==> src/design/rsi_pkg.sv <==
// Package: payload types and widths for the ray/segment intersection pipeline
`timescale 1ns / 1ps
package rsi_pkg;

  localparam int CW  = 32;            // coordinate width
  localparam int QW  = CW;            // quotient bits, one per divider cell
  localparam int SW  = 2 * CW + 2;    // divisor width, a + b
  localparam int NW  = 3 * CW + 3;    // signed numerator width
  localparam int DQW = 2 * CW;        // squared step length width
  localparam logic [CW-1:0] THR_RESET = CW'(429);

  typedef struct packed {
    logic signed [CW-1:0] point_x;
    logic signed [CW-1:0] point_y;
    logic signed [CW-1:0] dir_x;
    logic signed [CW-1:0] dir_y;
    logic signed [CW-1:0] seg_p1_x;
    logic signed [CW-1:0] seg_p1_y;
    logic signed [CW-1:0] seg_p2_x;
    logic signed [CW-1:0] seg_p2_y;
  } rsi_in_t;

  typedef struct packed {
    logic                 hit;
    logic                 on_segment_line;
    logic signed [CW-1:0] int_x;
    logic signed [CW-1:0] int_y;
  } rsi_out_t;

  typedef struct packed {
    logic                 online;
    logic                 nohit;
    logic                 negx;
    logic                 negy;
    logic [SW-1:0]        s;
    logic [SW-1:0]        remx;
    logic [SW-1:0]        remy;
    logic [QW-1:0]        lox;
    logic [QW-1:0]        loy;
    logic signed [CW-1:0] px;
    logic signed [CW-1:0] py;
    logic [DQW-1:0]       dsq;
  } rsi_div_t;

endpackage

==> src/design/rsi_div_cell.sv <==
// Divider cell: one restoring quotient bit for x and for y
`timescale 1ns / 1ps
module rsi_div_cell (
  input  logic               clk,
  input  logic               rst_n,
  input  logic               up_valid,
  input  rsi_pkg::rsi_div_t  up_data,
  output logic               up_adv,
  output logic               dn_valid,
  output rsi_pkg::rsi_div_t  dn_data,
  input  logic               dn_adv
);
  import rsi_pkg::*;

  logic     v_r;
  rsi_div_t d_r, d_nxt;

  assign up_adv = !v_r || dn_adv;

  always_comb begin
    logic [SW:0] rx, ry, sx;
    logic        gx, gy;
    sx = {1'b0, up_data.s};
    rx = {up_data.remx, up_data.lox[QW-1]};
    ry = {up_data.remy, up_data.loy[QW-1]};
    gx = rx >= sx;
    gy = ry >= sx;
    d_nxt      = up_data;
    d_nxt.remx = gx ? SW'(rx - sx) : rx[SW-1:0];
    d_nxt.remy = gy ? SW'(ry - sx) : ry[SW-1:0];
    d_nxt.lox  = {up_data.lox[QW-2:0], gx};
    d_nxt.loy  = {up_data.loy[QW-2:0], gy};
  end

  always_ff @(posedge clk) begin
    if (!rst_n) begin
      v_r <= 1'b0;
    end else if (up_adv) begin
      v_r <= up_valid;
    end
  end

  always_ff @(posedge clk) begin
    if (up_adv) d_r <= d_nxt;
  end

  assign dn_valid = v_r;
  assign dn_data  = d_r;

endmodule

==> config.mk <==
export PLATFORM = sky130hd
export DESIGN_NAME = rsi_div_cell
export DESIGN_NICKNAME = d
export VERILOG_FILES = /design/src/design/rsi_pkg.sv /design/src/design/rsi_div_cell.sv
export SDC_FILE = /design/constraint.sdc
export NUM_CORES = 1
export LEC_CHECK = 0
export BUFFER_PORTS_ARGS = -buffer_cell sky130_fd_sc_hd__buf_2
export CAP_MARGIN = 20
export CORE_AREA = 4 4 311 313
export CTS_BUF_LIST = sky130_fd_sc_hd__clkbuf_8
export CTS_CLUSTER_DIAMETER = 200
export CTS_CLUSTER_SIZE = 14
export DETAILED_ROUTE_END_ITERATION = 10
export DIE_AREA = 0 0 315 317
export SYNTH_ARGS = -nofsm -noshare
export SYNTH_HDL_FRONTEND = slang
export SYNTH_SLANG_ARGS = --single-unit
==> constraint.sdc <==
create_clock -name clk -period 17.2 [get_ports clk]
set_input_delay 1.72 -clock clk [delete_from_list [all_inputs] [get_ports clk]]
set_output_delay 1.72 -clock clk [all_outputs]
set_load 0.03 [all_outputs]
; ---- Word-level counts from Yosys, hierarchy flattened
; Cells that the tools add are included.
[totals]
reg_bits = 395
wordCells = 21
mem_count = 0
romBits = 0
output_inout_bits = 396
latch_bits = 0
ram_bits = 0
[op_classes]
div_mod_pow = 0
bitwise_logic = 0
n_mux = 2
add_sub_neg = 2
n_reduce_logical = 2
shift = 0
mul = 0
eq_ne = 0
n_lt_le_gt_ge = 2
[op_table]
columns = operator, n
row1 = 67-bit by 66-bit greater-or-equal comparator with 1-bit output, 2
row2 = 66-bit two-way mux, 2
row3 = 66-bit subtractor, 2
row4 = 1-bit zero test, 1
row5 = 1-bit logical OR, 1

; ---- Depth between registers and ports, before layout
; Gate-level depths: netlist of run 1.
[depth]
word_depth = 2
ltp_mapped = 16
depth_no_buf = 15

; ---- Worst setup path before layout of run 1
; Ideal clock, no wire load.
[synth_path]
path_kind = input-to-output
from = input dn_adv
to = output up_adv
stages = 1
n_path_buf = 0
required_ns = 15.480
setup_slack_ns = 4.139
t_arrival_ns = 11.341
path_cell_list = nand2b_1
[synth_via]
elab_chain_cells = 1
[synth_lines]
columns = item, line
row1 = start: declaration, rsi_div_cell.sv:11  ; input logic dn_adv
row2 = 1-bit logical OR, rsi_div_cell.sv:18  ; assign up_adv = !v_r || dn_adv;
row3 = end: declaration, rsi_div_cell.sv:8  ; output logic up_adv,
; Every way passes these cells.

==> results of run 1 <==
==> placed cells by master (no fill, tap or decap), types with 13 or more instances in the layout <==
master    synthesis  layout
a211oi_1         13      13
a21o_1           52      52
a21oi_1         184     184
buf_2            15     793
clkbuf_8          0      35
diode_2           0      25
edfxtp_1        394     394
ha_1            132     132
inv_1           118     123
mux2_2           30      30
mux2_4           30      30
nand2_1         168     168
nand3_1          21      21
nand4_1          60      60
nor2_1           93      93
nor3_1           25      25
o21a_1           13      13
o21ai_0         158     158
o21bai_1         35      35
xnor2_1          77      77
xor2_1           47      47
==> layout make-up <==
| cell class | count | area, um^2 | share of cell area, % |
|---|---|---|---|
| multi-input combinational | 1310 | 9070 | 32.9 |
| clock inverter | 7 | 42.5 | 0.154 |
| sequential | 395 | 11900 | 42.9 |
| inverter | 118 | 443 | 1.60 |
| clock buffer | 35 | 482 | 1.75 |
| tap | 1265 | 1580 | 5.73 |
| timing repair buffer | 804 | 4060 | 14.7 |
| antenna | 25 | 62.6 | 0.227 |
==> registers in the layout, summed over array words and instances (netlist names) <==
name and flops:
dn_data 394, dn_valid 1
==> how the worst min path moves through the flow <==
stage	endpoint	depth (start not counted)
final	dn_valid$_SDFFE_PN0P_	2
after global routing	dn_data[386]$_DFFE_PP_	1
after CTS	dn_valid$_SDFFE_PN0P_	2
after detailed placement	dn_data[386]$_DFFE_PP_	1
after global placement	dn_valid$_SDFFE_PN0P_	2
after floorplan	dn_data[0]$_DFFE_PP_	0
==> layer usage <==
| metal | GRT usage [%] | share of wire, % |
|---|---|---|
| met5 | 0 | 0.10 |
| met4 | 5.19 | 3.3 |
| met3 | 5.67 | 7.9 |
| met2 | 37.7 | 54 |
| met1 | 19.5 | 35 |
==> per-stage QoR <==
stage	total power, mW	cells	area (um^2)
CTS	2.70	3934	27500
finish	2.66	3959	27600
detailed placement	2.15	3892	27000
global route	2.80	3945	27600
global placement	2.14	3892	27000
floorplan	1.83	1911	21700
==> power breakdown <==
part           switching (mW)  internal [mW]  leakage [nW]
registers              0.0358           1.19          4.10
clock network           0.352          0.187         0.285
logic                   0.608          0.281          7.49
total                   0.996           1.66          11.9
==> worst min-delay path, cell delays in order, from the launching register on <==
cell      delay (ps)
dfxtp_1          340
nand2b_4         200
a21boi_0         110
==> logic make-up (layout without fill, tap and decap cells) <==
kind of cell / count (synthesis) / after routing / synth area share [%]
compound gates: 550 / 550 / 15.4
xor+xnor: 124 / 124 / 5.00
fa+ha+maj: 134 / 134 / 7.78
buf+inv: 206 / 964 / 3.86
flops: 395 / 395 / 54.5
mux: 70 / 70 / 4.13
other cells: 0 / 25 / 0
simple gates: 432 / 432 / 9.36
==> flow_metrics.env, run 1 <==
export IMPL_p_leak_nw=11.9
export IMPL_wl_per_cell_um=25.7
export IMPL_hold_viol_final=0
export IMPL_core_um2=94300
export IMPL_viasPerCell=4.63
export IMPL_grt_max_degree=166
export IMPL_grt_pass1_wl_um=135000
export IMPL_clock_latency_ps=660
export IMPL_syn_inst=1911
export IMPL_cp_top_family="compound AO/OA/AOI/OAI gates"
export IMPL_synth_cell_types=79
export IMPL_grt_remaining_overflow=0
export IMPL_cts_buffers=34
export IMPL_ys_warn_count=0
export IMPL_io_pins=794
export IMPL_io_buffers=793
export IMPL_r2r_cells=3
export IMPL_crit_fanout=37
export IMPL_clock_path_buffers=3
export IMPL_ctsHoldBuffers=0
export IMPL_antenna_found_initial=114
export IMPL_critPathArrivalTime_ps=6210
export IMPL_crit_slowest_cell="buf_4"
export IMPL_tns_ps=0
export IMPL_max_stage_delay_ps=580
export IMPL_design_die_area_um2=99900
export IMPL_ant_nets=0
export IMPL_endpoint_kind="flip-flop"
export IMPL_synthesis_nets=2443
export IMPL_via_count=18300
export IMPL_nets=3195
export IMPL_r2r_end="dn_data[357]$_DFFE_PP_"
export IMPL_endpoint="dn_data[322]$_DFFE_PP_"
export IMPL_finalCriticalPeriod_ps=5790
export IMPL_utilization_pct=29.3
export IMPL_ys_ff_latch=395
export IMPL_start_util_pct=23.1
export IMPL_routed_wl_um=102000
export IMPL_place_gp_congestion=0.884
export IMPL_outcome="finished clean"
export IMPL_dp_slack_ps=10570
export IMPL_htree_levels=2
export IMPL_die_x_um=315
export IMPL_synth_most_common_cell="edfxtp_1"
export IMPL_area_delta_synth_final_pct=27.0
export IMPL_hold_path_startpoint="dn_valid$_SDFFE_PN0P_"
export IMPL_fill_cells=10000
export IMPL_cts_resized=0
export IMPL_cp_num_buf_inv=3
export IMPL_synthArstFlopShare_pct=0
export IMPL_clock_skew_ps=34.7
export IMPL_irDropWorstVdd_uv=59.1
export IMPL_syn_avg_cell_area_um2=11.4
export IMPL_hp_class="flip-flop to flip-flop"
export IMPL_rsz0062_at_grt="no"
export IMPL_maxSlewHeadroom_pct=28.4
export IMPL_yosys_area_top_type="edfxtp_1"
export IMPL_r2r_start="dn_valid$_SDFFE_PN0P_"
export IMPL_powerDensity_nw_per_um2=96.3
export IMPL_rows=113
export IMPL_synth_edf_count=394
export IMPL_post_route_cells_drive_above_1_share_pct=34.4
export IMPL_whs_ps=695
export IMPL_synth_commonest_cells="edfxtp_1 (394), a21oi_1 (184), nand2_1 (168), o21ai_0 (158), ha_1 (132)"
export IMPL_clk_pin_slew_ps=90
export IMPL_setup_violations=0
export IMPL_crit_required_ps=17620
export IMPL_max_freq_ghz=0.173
export IMPL_place_hpwl_um=86100
export IMPL_grtUsageTotal_pct=19.2
export IMPL_syn_area_um2=21700
export IMPL_root_buffer="clkbuf_8"
export IMPL_die_h_um=317
export IMPL_finalMaxSlewViolations=0
export IMPL_fin_ws_ps=11410
export IMPL_cp_cell_sequence="buf_2 > inv_1 > ha_1 > nor2b_1 > o2111ai_1 > a21oi_1 > o2111ai_1 > nand3_1 > a21oi_1 > o31a_1 > o21ai_4 > a41o_2 > a21oi_4 > buf_4 > mux2_2"
export IMPL_period_share_pct=33.7
export IMPL_crit_path_start="up_data[325]"
export IMPL_ff2ff_setup_slack_ps=14540
export IMPL_synth_seq_area_share_pct=54.5
export IMPL_critical_path_class="input port to flip-flop"
export IMPL_worstSetupStartpointType="input port"
export IMPL_drt_iter0_markers=1242
export IMPL_maxCapViolations=0
export IMPL_post_cts_buffers=0
export IMPL_worst_path_stages=15
export IMPL_synth_area_leaders="edfxtp_1 (54%), ha_1 (7.6%), a21oi_1 (4.2%)"
export IMPL_clock_sinks=395
export IMPL_dr_pass1_iters=5
export IMPL_synth_top_area_share_pct=54.4
export IMPL_grt_pass1_vias=17700
export IMPL_ys_flop_type="edfxtp_1"
export IMPL_worst_slew_pin_slew_ps=1070
export IMPL_cts_tree="done"
export IMPL_drc=0
No activity file was read; power rests on OpenSTA's default activity.
==> inputs of run 2 (changes only) <==
==> constraint.sdc (replaced) <==
create_clock -name clk -period 5.7 [get_ports clk]
set_input_delay 0.57 -clock clk [delete_from_list [all_inputs] [get_ports clk]]
set_output_delay 0.57 -clock clk [all_outputs]
set_load 0.03 [all_outputs]
==> run 2 against run 1 <==
Effect of this change: sequential share of layout area fell by 0.40 points; worst setup slack got worse by 10000 ps; first-iteration DRC count fell by 2.4%; clock skew fell by 1.3 ps; die area did not move; clock power rose to 3.1 times the previous value; utilization rose by 0.28 points; global-route usage rose by 0.41 points.
==> flow_metrics.env, run 2 (synthesis results as in run 1) <==
export IMPL_crit_required_ps=6110
export IMPL_start_util_pct=23.1
export IMPL_ant_nets=0
export IMPL_tns_ps=0
export IMPL_crit_path_frequent_cell="a21oi_1"
export IMPL_power_share_combinational_pct=33.7
export IMPL_outcome="finished clean"
export IMPL_setup_violations=0
export IMPL_antenna_found_initial=107
export IMPL_rows=113
export IMPL_finalMaxSlewViolations=0
export IMPL_grt_pass1_wl_um=138000
export IMPL_clk_pin_slew_ps=100
export IMPL_crit_slowest_cell="a21oi_1"
export IMPL_critPathArrivalTime_ps=4960
export IMPL_clock_path_buffers=3
export IMPL_cts_buffers=34
export IMPL_root_buffer="clkbuf_8"
export IMPL_cts_tree="done"
export IMPL_seqPwrFrac_pct=45.8
export IMPL_io_buffers=793
export IMPL_hold_viol_final=0
export IMPL_drc=0
export IMPL_fill_cells=9987
export IMPL_endpoint_kind="flip-flop"
export IMPL_p_leak_nw=12.0
export IMPL_max_stage_delay_ps=500
export IMPL_nets=3217
export IMPL_place_gp_congestion=0.895
export IMPL_maxSlewHeadroom_pct=23.9
export IMPL_switchingPower_mw=3.04
export IMPL_p_sw_share_pct=37.6
export IMPL_worstSetupStartpointType="input port"
export IMPL_hp_class="input port to flip-flop"
export IMPL_place_hpwl_um=88800
export IMPL_irDropWorstVdd_uv=158
export IMPL_largest_reg_flops=394
export IMPL_die_h_um=317
export IMPL_power_frac_clock_pct=20.4
export IMPL_mostFrequentLayoutCells="buf_2 (793), edfxtp_1 (394), a21oi_1 (184), nand2_1 (168), o21ai_0 (158)"
export IMPL_clock_sinks=395
export IMPL_grt_max_degree=115
export IMPL_rsz0062_at_grt="no"
export IMPL_cp_cell_sequence="buf_2 > inv_1 > ha_1 > a21o_1 > a21oi_1 > a21oi_1 > o2111ai_1 > nand3_1 > a21oi_1 > o31a_1 > o21ai_4 > a41o_2 > a21oi_4 > buf_4 > mux2_2"
export IMPL_wl_per_cell_um=26.1
export IMPL_routed_wl_um=104000
export IMPL_htree_levels=2
export IMPL_critical_path_class="input port to flip-flop"
export IMPL_area_delta_synth_final_pct=28.2
export IMPL_grt_remaining_overflow=0
export IMPL_powerDensity_nw_per_um2=290
export IMPL_drt_iter0_markers=1212
export IMPL_io_pins=794
export IMPL_crit_fanout=19
export IMPL_finalCriticalPeriod_ps=4550
export IMPL_stdcell_count=3983
export IMPL_grt_pass1_vias=18300
export IMPL_max_freq_ghz=0.220
export IMPL_utilization_pct=29.5
export IMPL_die_x_um=315
export IMPL_place_inst=3901
export IMPL_clock_skew_ps=33.4
export IMPL_worst_slew_pin_slew_ps=1130
export IMPL_dr_pass1_iters=5
export IMPL_core_um2=94300
export IMPL_power_mw=8.07
export IMPL_via_count=18500
export IMPL_final_common_cell="buf_2"
export IMPL_clock_latency_ps=660
export IMPL_design_die_area_um2=99900
export IMPL_viasPerCell=4.65
export IMPL_post_route_cells_drive_above_1_share_pct=34.4
export IMPL_intPower_mw=5.04
export IMPL_grtUsageTotal_pct=19.6
export IMPL_maxCapViolations=0
export IMPL_period_share_pct=79.9
==> run 2: layout make-up <==
type / instances / area (um^2) / area share (%)
flip-flops and latches: 395 / 11900 / 42.5
multi-input cells: 1310 / 9070 / 32.6
repair buffers: 826 / 4310 / 15.5
well taps: 1265 / 1580 / 5.68
clock buffers: 35 / 482 / 1.73
inverters: 118 / 443 / 1.59
clock inverters: 10 / 60.1 / 0.216
diodes: 24 / 60.1 / 0.216
==> run 2: worst paths after layout <==
path | from | end | slack [ps] | cells past startpoint
worst max-delay path | up_data[327] | dn_data[315]$_DFFE_PP_ | 1150 | 15
worst min-delay path | up_data[188] | dn_data[189]$_DFFE_PP_ | 90 | 1
worst max register to register | dn_valid$_SDFFE_PN0P_ | dn_data[194]$_DFFE_PP_ | 3590 | 2
worst min register to register | dn_valid$_SDFFE_PN0P_ | dn_data[120]$_DFFE_PP_ | 1220 | 1
==> run 2: per-layer routing <==
| metal | track usage [%] | vias to the layer above | share of wire, % |
|---|---|---|---|
| li1 | - | 8669 | - |
| met1 | 20.0 | 8823 | 35 |
| met2 | 38.5 | 730 | 54 |
| met3 | 4.98 | 274 | 6.8 |
| met4 | 6.30 | 18 | 4.1 |
| met5 | 0 | - | 0.12 |
==> run 2: metrics by stage <==
| step | instance area [um^2] | setup WS, ps | hold WS [ps] |
|---|---|---|---|
| finish | 27900 | 1150 | 85.2 |
| global route | 27800 | 928 | 22.6 |
| CTS | 27800 | 1070 | 1.88 |
| detailed placement | 27100 | 377 | 748 |
| global placement | 27100 | 437 | 746 |
| floorplan | 21700 | 1740 | 669 |
==> run 2: what timing repair did <==
action | 4_1_cts | 5_1_grt
hold buffers | 13 | 0
hold endpoints to repair | 13 | 0
gates resized for setup | 0 | 0
buffers inserted | 0 | 0
==> run 2: critical path, delay by kind of cell <==
family,cells,cell delay [ps]
compound gates,9,2820
mux,1,370
simple gates,1,300
fa+ha+maj,1,370
buf+inv,3,490
==> run 2: power by group through the flow <==
| stage | Clock [mW] | Sequential (mW) | Combinational, mW |
|---|---|---|---|
| CTS | 1.75 | 3.71 | 2.75 |
| global route | 1.84 | 3.73 | 2.92 |
| finish | 1.65 | 3.70 | 2.72 |
| floorplan | 0 | 4.46 | 1.03 |
| detailed placement | 0 | 3.77 | 2.73 |
| global placement | 0 | 3.77 | 2.72 |
==> inputs of run 3 (changes only) <==
--- a/config.mk
+++ b/config.mk
@@ -5,14 +5,15 @@
 export SDC_FILE = /design/constraint.sdc
 export NUM_CORES = 1
 export LEC_CHECK = 0
+export ABC_AREA = 1
 export BUFFER_PORTS_ARGS = -buffer_cell sky130_fd_sc_hd__buf_2
 export CAP_MARGIN = 20
-export CORE_AREA = 4 4 311 313
+export CORE_AREA = 4 4 308 310
 export CTS_BUF_LIST = sky130_fd_sc_hd__clkbuf_8
 export CTS_CLUSTER_DIAMETER = 200
 export CTS_CLUSTER_SIZE = 14
 export DETAILED_ROUTE_END_ITERATION = 10
-export DIE_AREA = 0 0 315 317
+export DIE_AREA = 0 0 312 314
 export SYNTH_ARGS = -nofsm -noshare
 export SYNTH_HDL_FRONTEND = slang
 export SYNTH_SLANG_ARGS = --single-unit
==> constraint.sdc (replaced) <==
create_clock -name clk -period 3.76 [get_ports clk]
set_input_delay 0.376 -clock clk [delete_from_list [all_inputs] [get_ports clk]]
set_output_delay 0.376 -clock clk [all_outputs]
set_load 0.03 [all_outputs]
==> run 3 against run 2 <==
Effect of this change: clock-buffer cell count unchanged; flip-flop and latch count is the same; clock power increased by 52%; worst setup slack worse by 650 ps; sequential power up 52%; cell count increased by 44%; clock skew grew 51 ps; utilization up 9.0 points; first-iteration DRC count is 69% higher; cell area increased by 27%; hold slack lost 8.4 ps; global-route usage up 8.9 points; largest cell class unchanged; largest power group unchanged.
==> flow_metrics.env, run 3 <==
export IMPL_crit_path_start="up_data[332]"
export IMPL_io_buffers=793
export IMPL_die_h_um=314
export IMPL_cp_cell_sequence="dlygate4sd3_1 > buf_2 > inv_1 > ha_1 > nand2_1 > nor2_2 > inv_2 > nor2_2 > nand3_1 > nor2_1 > nand2_1 > nand3_1 > nor2_1 > nand2_4 > buf_4 > nand3_1 > nand2_1"
export IMPL_die_x_um=312
export IMPL_syn_area_um2=25500
export IMPL_synthesis_nets=3837
export IMPL_htree_levels=2
export IMPL_synth_top_area_share_pct=46.5
export IMPL_cp_top_family="simple AND/OR/NAND/NOR gates"
export IMPL_grtUsageTotal_pct=28.5
export IMPL_setup_violations=0
export IMPL_maxCapViolations=0
export IMPL_critical_path_class="input port to flip-flop"
export IMPL_tns_ps=0
export IMPL_worst_path_stages=17
export IMPL_place_gp_congestion=0.981
export IMPL_rows=111
export IMPL_clk_pin_slew_ps=130
export IMPL_clock_path_buffers=3
export IMPL_syn_avg_cell_area_um2=7.71
export IMPL_cts_buffers=34
export IMPL_antenna_found_initial=53
export IMPL_grt_pass1_wl_um=199000
export IMPL_hp_class="input port to flip-flop"
export IMPL_crit_fanout=17
export IMPL_crit_slowest_cell="dlygate4sd3_1"
export IMPL_routed_wl_um=144000
export IMPL_period_share_pct=87.0
export IMPL_wl_per_cell_um=25.1
export IMPL_irDropWorstVdd_uv=324
export IMPL_final_common_cell="nand2_1"
export IMPL_grt_remaining_overflow=0
export IMPL_synth_commonest_cells="nand2_1 (1309), inv_1 (559), edfxtp_1 (394), nor2_1 (209), nand3_1 (169)"
export IMPL_r2r_cells=4
export IMPL_synth_cell_types=33
export IMPL_synth_edf_count=394
export IMPL_maxSlewHeadroom_pct=57.1
export IMPL_outcome="finished clean"
export IMPL_power_mw=13.1
export IMPL_synth_most_common_cell="nand2_1"
export IMPL_core_um2=91700
export IMPL_worst_slew_pin_slew_ps=644
export IMPL_r2r_start="dn_valid$_SDFFE_PN0P_"
export IMPL_grt_pass1_vias=27600
export IMPL_design_die_area_um2=98000
export IMPL_cts_tree="done"
export IMPL_dp_slack_ps=310
export IMPL_io_pins=794
export IMPL_drt_iter0_markers=2044
export IMPL_max_freq_ghz=0.306
export IMPL_clock_latency_ps=710
export IMPL_synthArstFlopShare_pct=0
export IMPL_max_stage_delay_ps=560
export IMPL_start_util_pct=27.8
export IMPL_dr_pass1_iters=6
export IMPL_drc=0
export IMPL_ys_ff_latch=395
export IMPL_via_count=27000
export IMPL_synth_area_leaders="edfxtp_1 (46%), nand2_1 (19%), inv_1 (8.2%)"
export IMPL_worstSetupStartpointType="input port"
export IMPL_clock_skew_ps=84.1
export IMPL_nets=5041
export IMPL_post_route_cells_drive_above_1_share_pct=21.3
export IMPL_utilization_pct=38.5
export IMPL_ys_warn_count=0
export IMPL_hold_viol_final=0
export IMPL_place_hpwl_um=124000
export IMPL_ctsHoldBuffers=361
export IMPL_p_leak_nw=18.2
export IMPL_synth_seq_area_share_pct=46.5
export IMPL_hold_depth=3
export IMPL_area_delta_synth_final_pct=38.7
export IMPL_cp_num_buf_inv=5
export IMPL_finalCriticalPeriod_ps=3270
export IMPL_hold_path_startpoint="up_data[317]"
export IMPL_largest_reg_flops=394
export IMPL_viasPerCell=4.71
export IMPL_fill_cells=9740
export IMPL_syn_inst=3305
export IMPL_root_buffer="clkbuf_8"
export IMPL_grt_max_degree=68
export IMPL_rsz0062_at_grt="no"
export IMPL_ant_nets=0
export IMPL_critPathArrivalTime_ps=3770
export IMPL_crit_required_ps=4260
export IMPL_endpoint_kind="flip-flop"
export IMPL_yosys_area_top_type="edfxtp_1"
export IMPL_fin_ws_ps=490
export IMPL_finalMaxSlewViolations=0
export IMPL_post_cts_buffers=0
export IMPL_ys_flop_type="edfxtp_1"
export IMPL_powerDensity_nw_per_um2=370
export IMPL_cts_resized=0
export IMPL_clock_sinks=395
export IMPL_mostFrequentLayoutCells="nand2_1 (1308), buf_2 (793), inv_1 (566), edfxtp_1 (394), dlygate4sd3_1 (361)"
[run 3: cell types whose count changed after synthesis, sizes merged, moves of 17 or more]
cell    delta
mux2      -68
nand2   +1157
inv      +481
nand4     -25
xnor2     -73
nand3    +150
clkbuf    -65
nor3      +17
nand3b    +23
a21oi     -33
o21ai    -117
nor2     +139
a21o      -52
[run 3: cells by family after synthesis]
| group | count (synthesis) | synth area share (%) |
|---|---|---|
| xor gates and xnor gates | 66 | 2.27 |
| and+or+nand+nor | 1842 | 29.7 |
| AOI/OAI and AO/OA | 241 | 5.14 |
| buffers and inverters | 627 | 9.75 |
| adders and majority gates | 134 | 6.64 |
| DFF | 395 | 46.5 |
[run 3: worst register-to-register path, cell delays in order, from the launching register on]
cell and delay (ps):
dfxtp_1 710, nand2_8 490, buf_12 430, a21boi_0 220, dlygate4sd3_1 560
[run 3: metrics by stage]
step	area, um^2	instances	hold slack (ps)
after detailed placement	31100	5298	554
after global routing	35300	5721	35.1
after floorplan	25500	3305	475
after global placement	31100	5298	552
final	35300	5730	76.9
after CTS	35200	5704	1.87
[run 3: final timing paths]
kind	slack, ps	to
min reg2reg	1280	dn_data[290]$_DFFE_PP_
min	80	dn_data[318]$_DFFE_PP_
max reg2reg	1310	dn_valid$_SDFFE_PN0P_
max	490	dn_data[299]$_DFFE_PP_
[run 3: where the power goes]
part	switching (mW)	internal (mW)	total [mW]
clock	1.64	0.867	2.50
combinational	3.44	1.49	4.92
sequential	0.205	5.43	5.64
total	5.28	7.79	13.1
[run 3: layout make-up]
type	count	area [um^2]	area share (%)
well taps	1186	1480	4.20
repair buffers	1196	7970	22.6
clock buffers	35	482	1.36
flip-flops and latches	395	11900	33.6
inverters	599	2250	6.37
clock inverters	10	60.1	0.170
multi-input cells	2283	11100	31.6
diodes	26	65.1	0.184
[run 3: routing by layer]
layer  wire length [um]  vias up  track usage [%]
met1              53300    12800             31.2
met3               7930      269             4.46
met2              75300     1039             53.8
li1                   -    12900                -
met4               7530        4             13.2
met5                 27        -                0
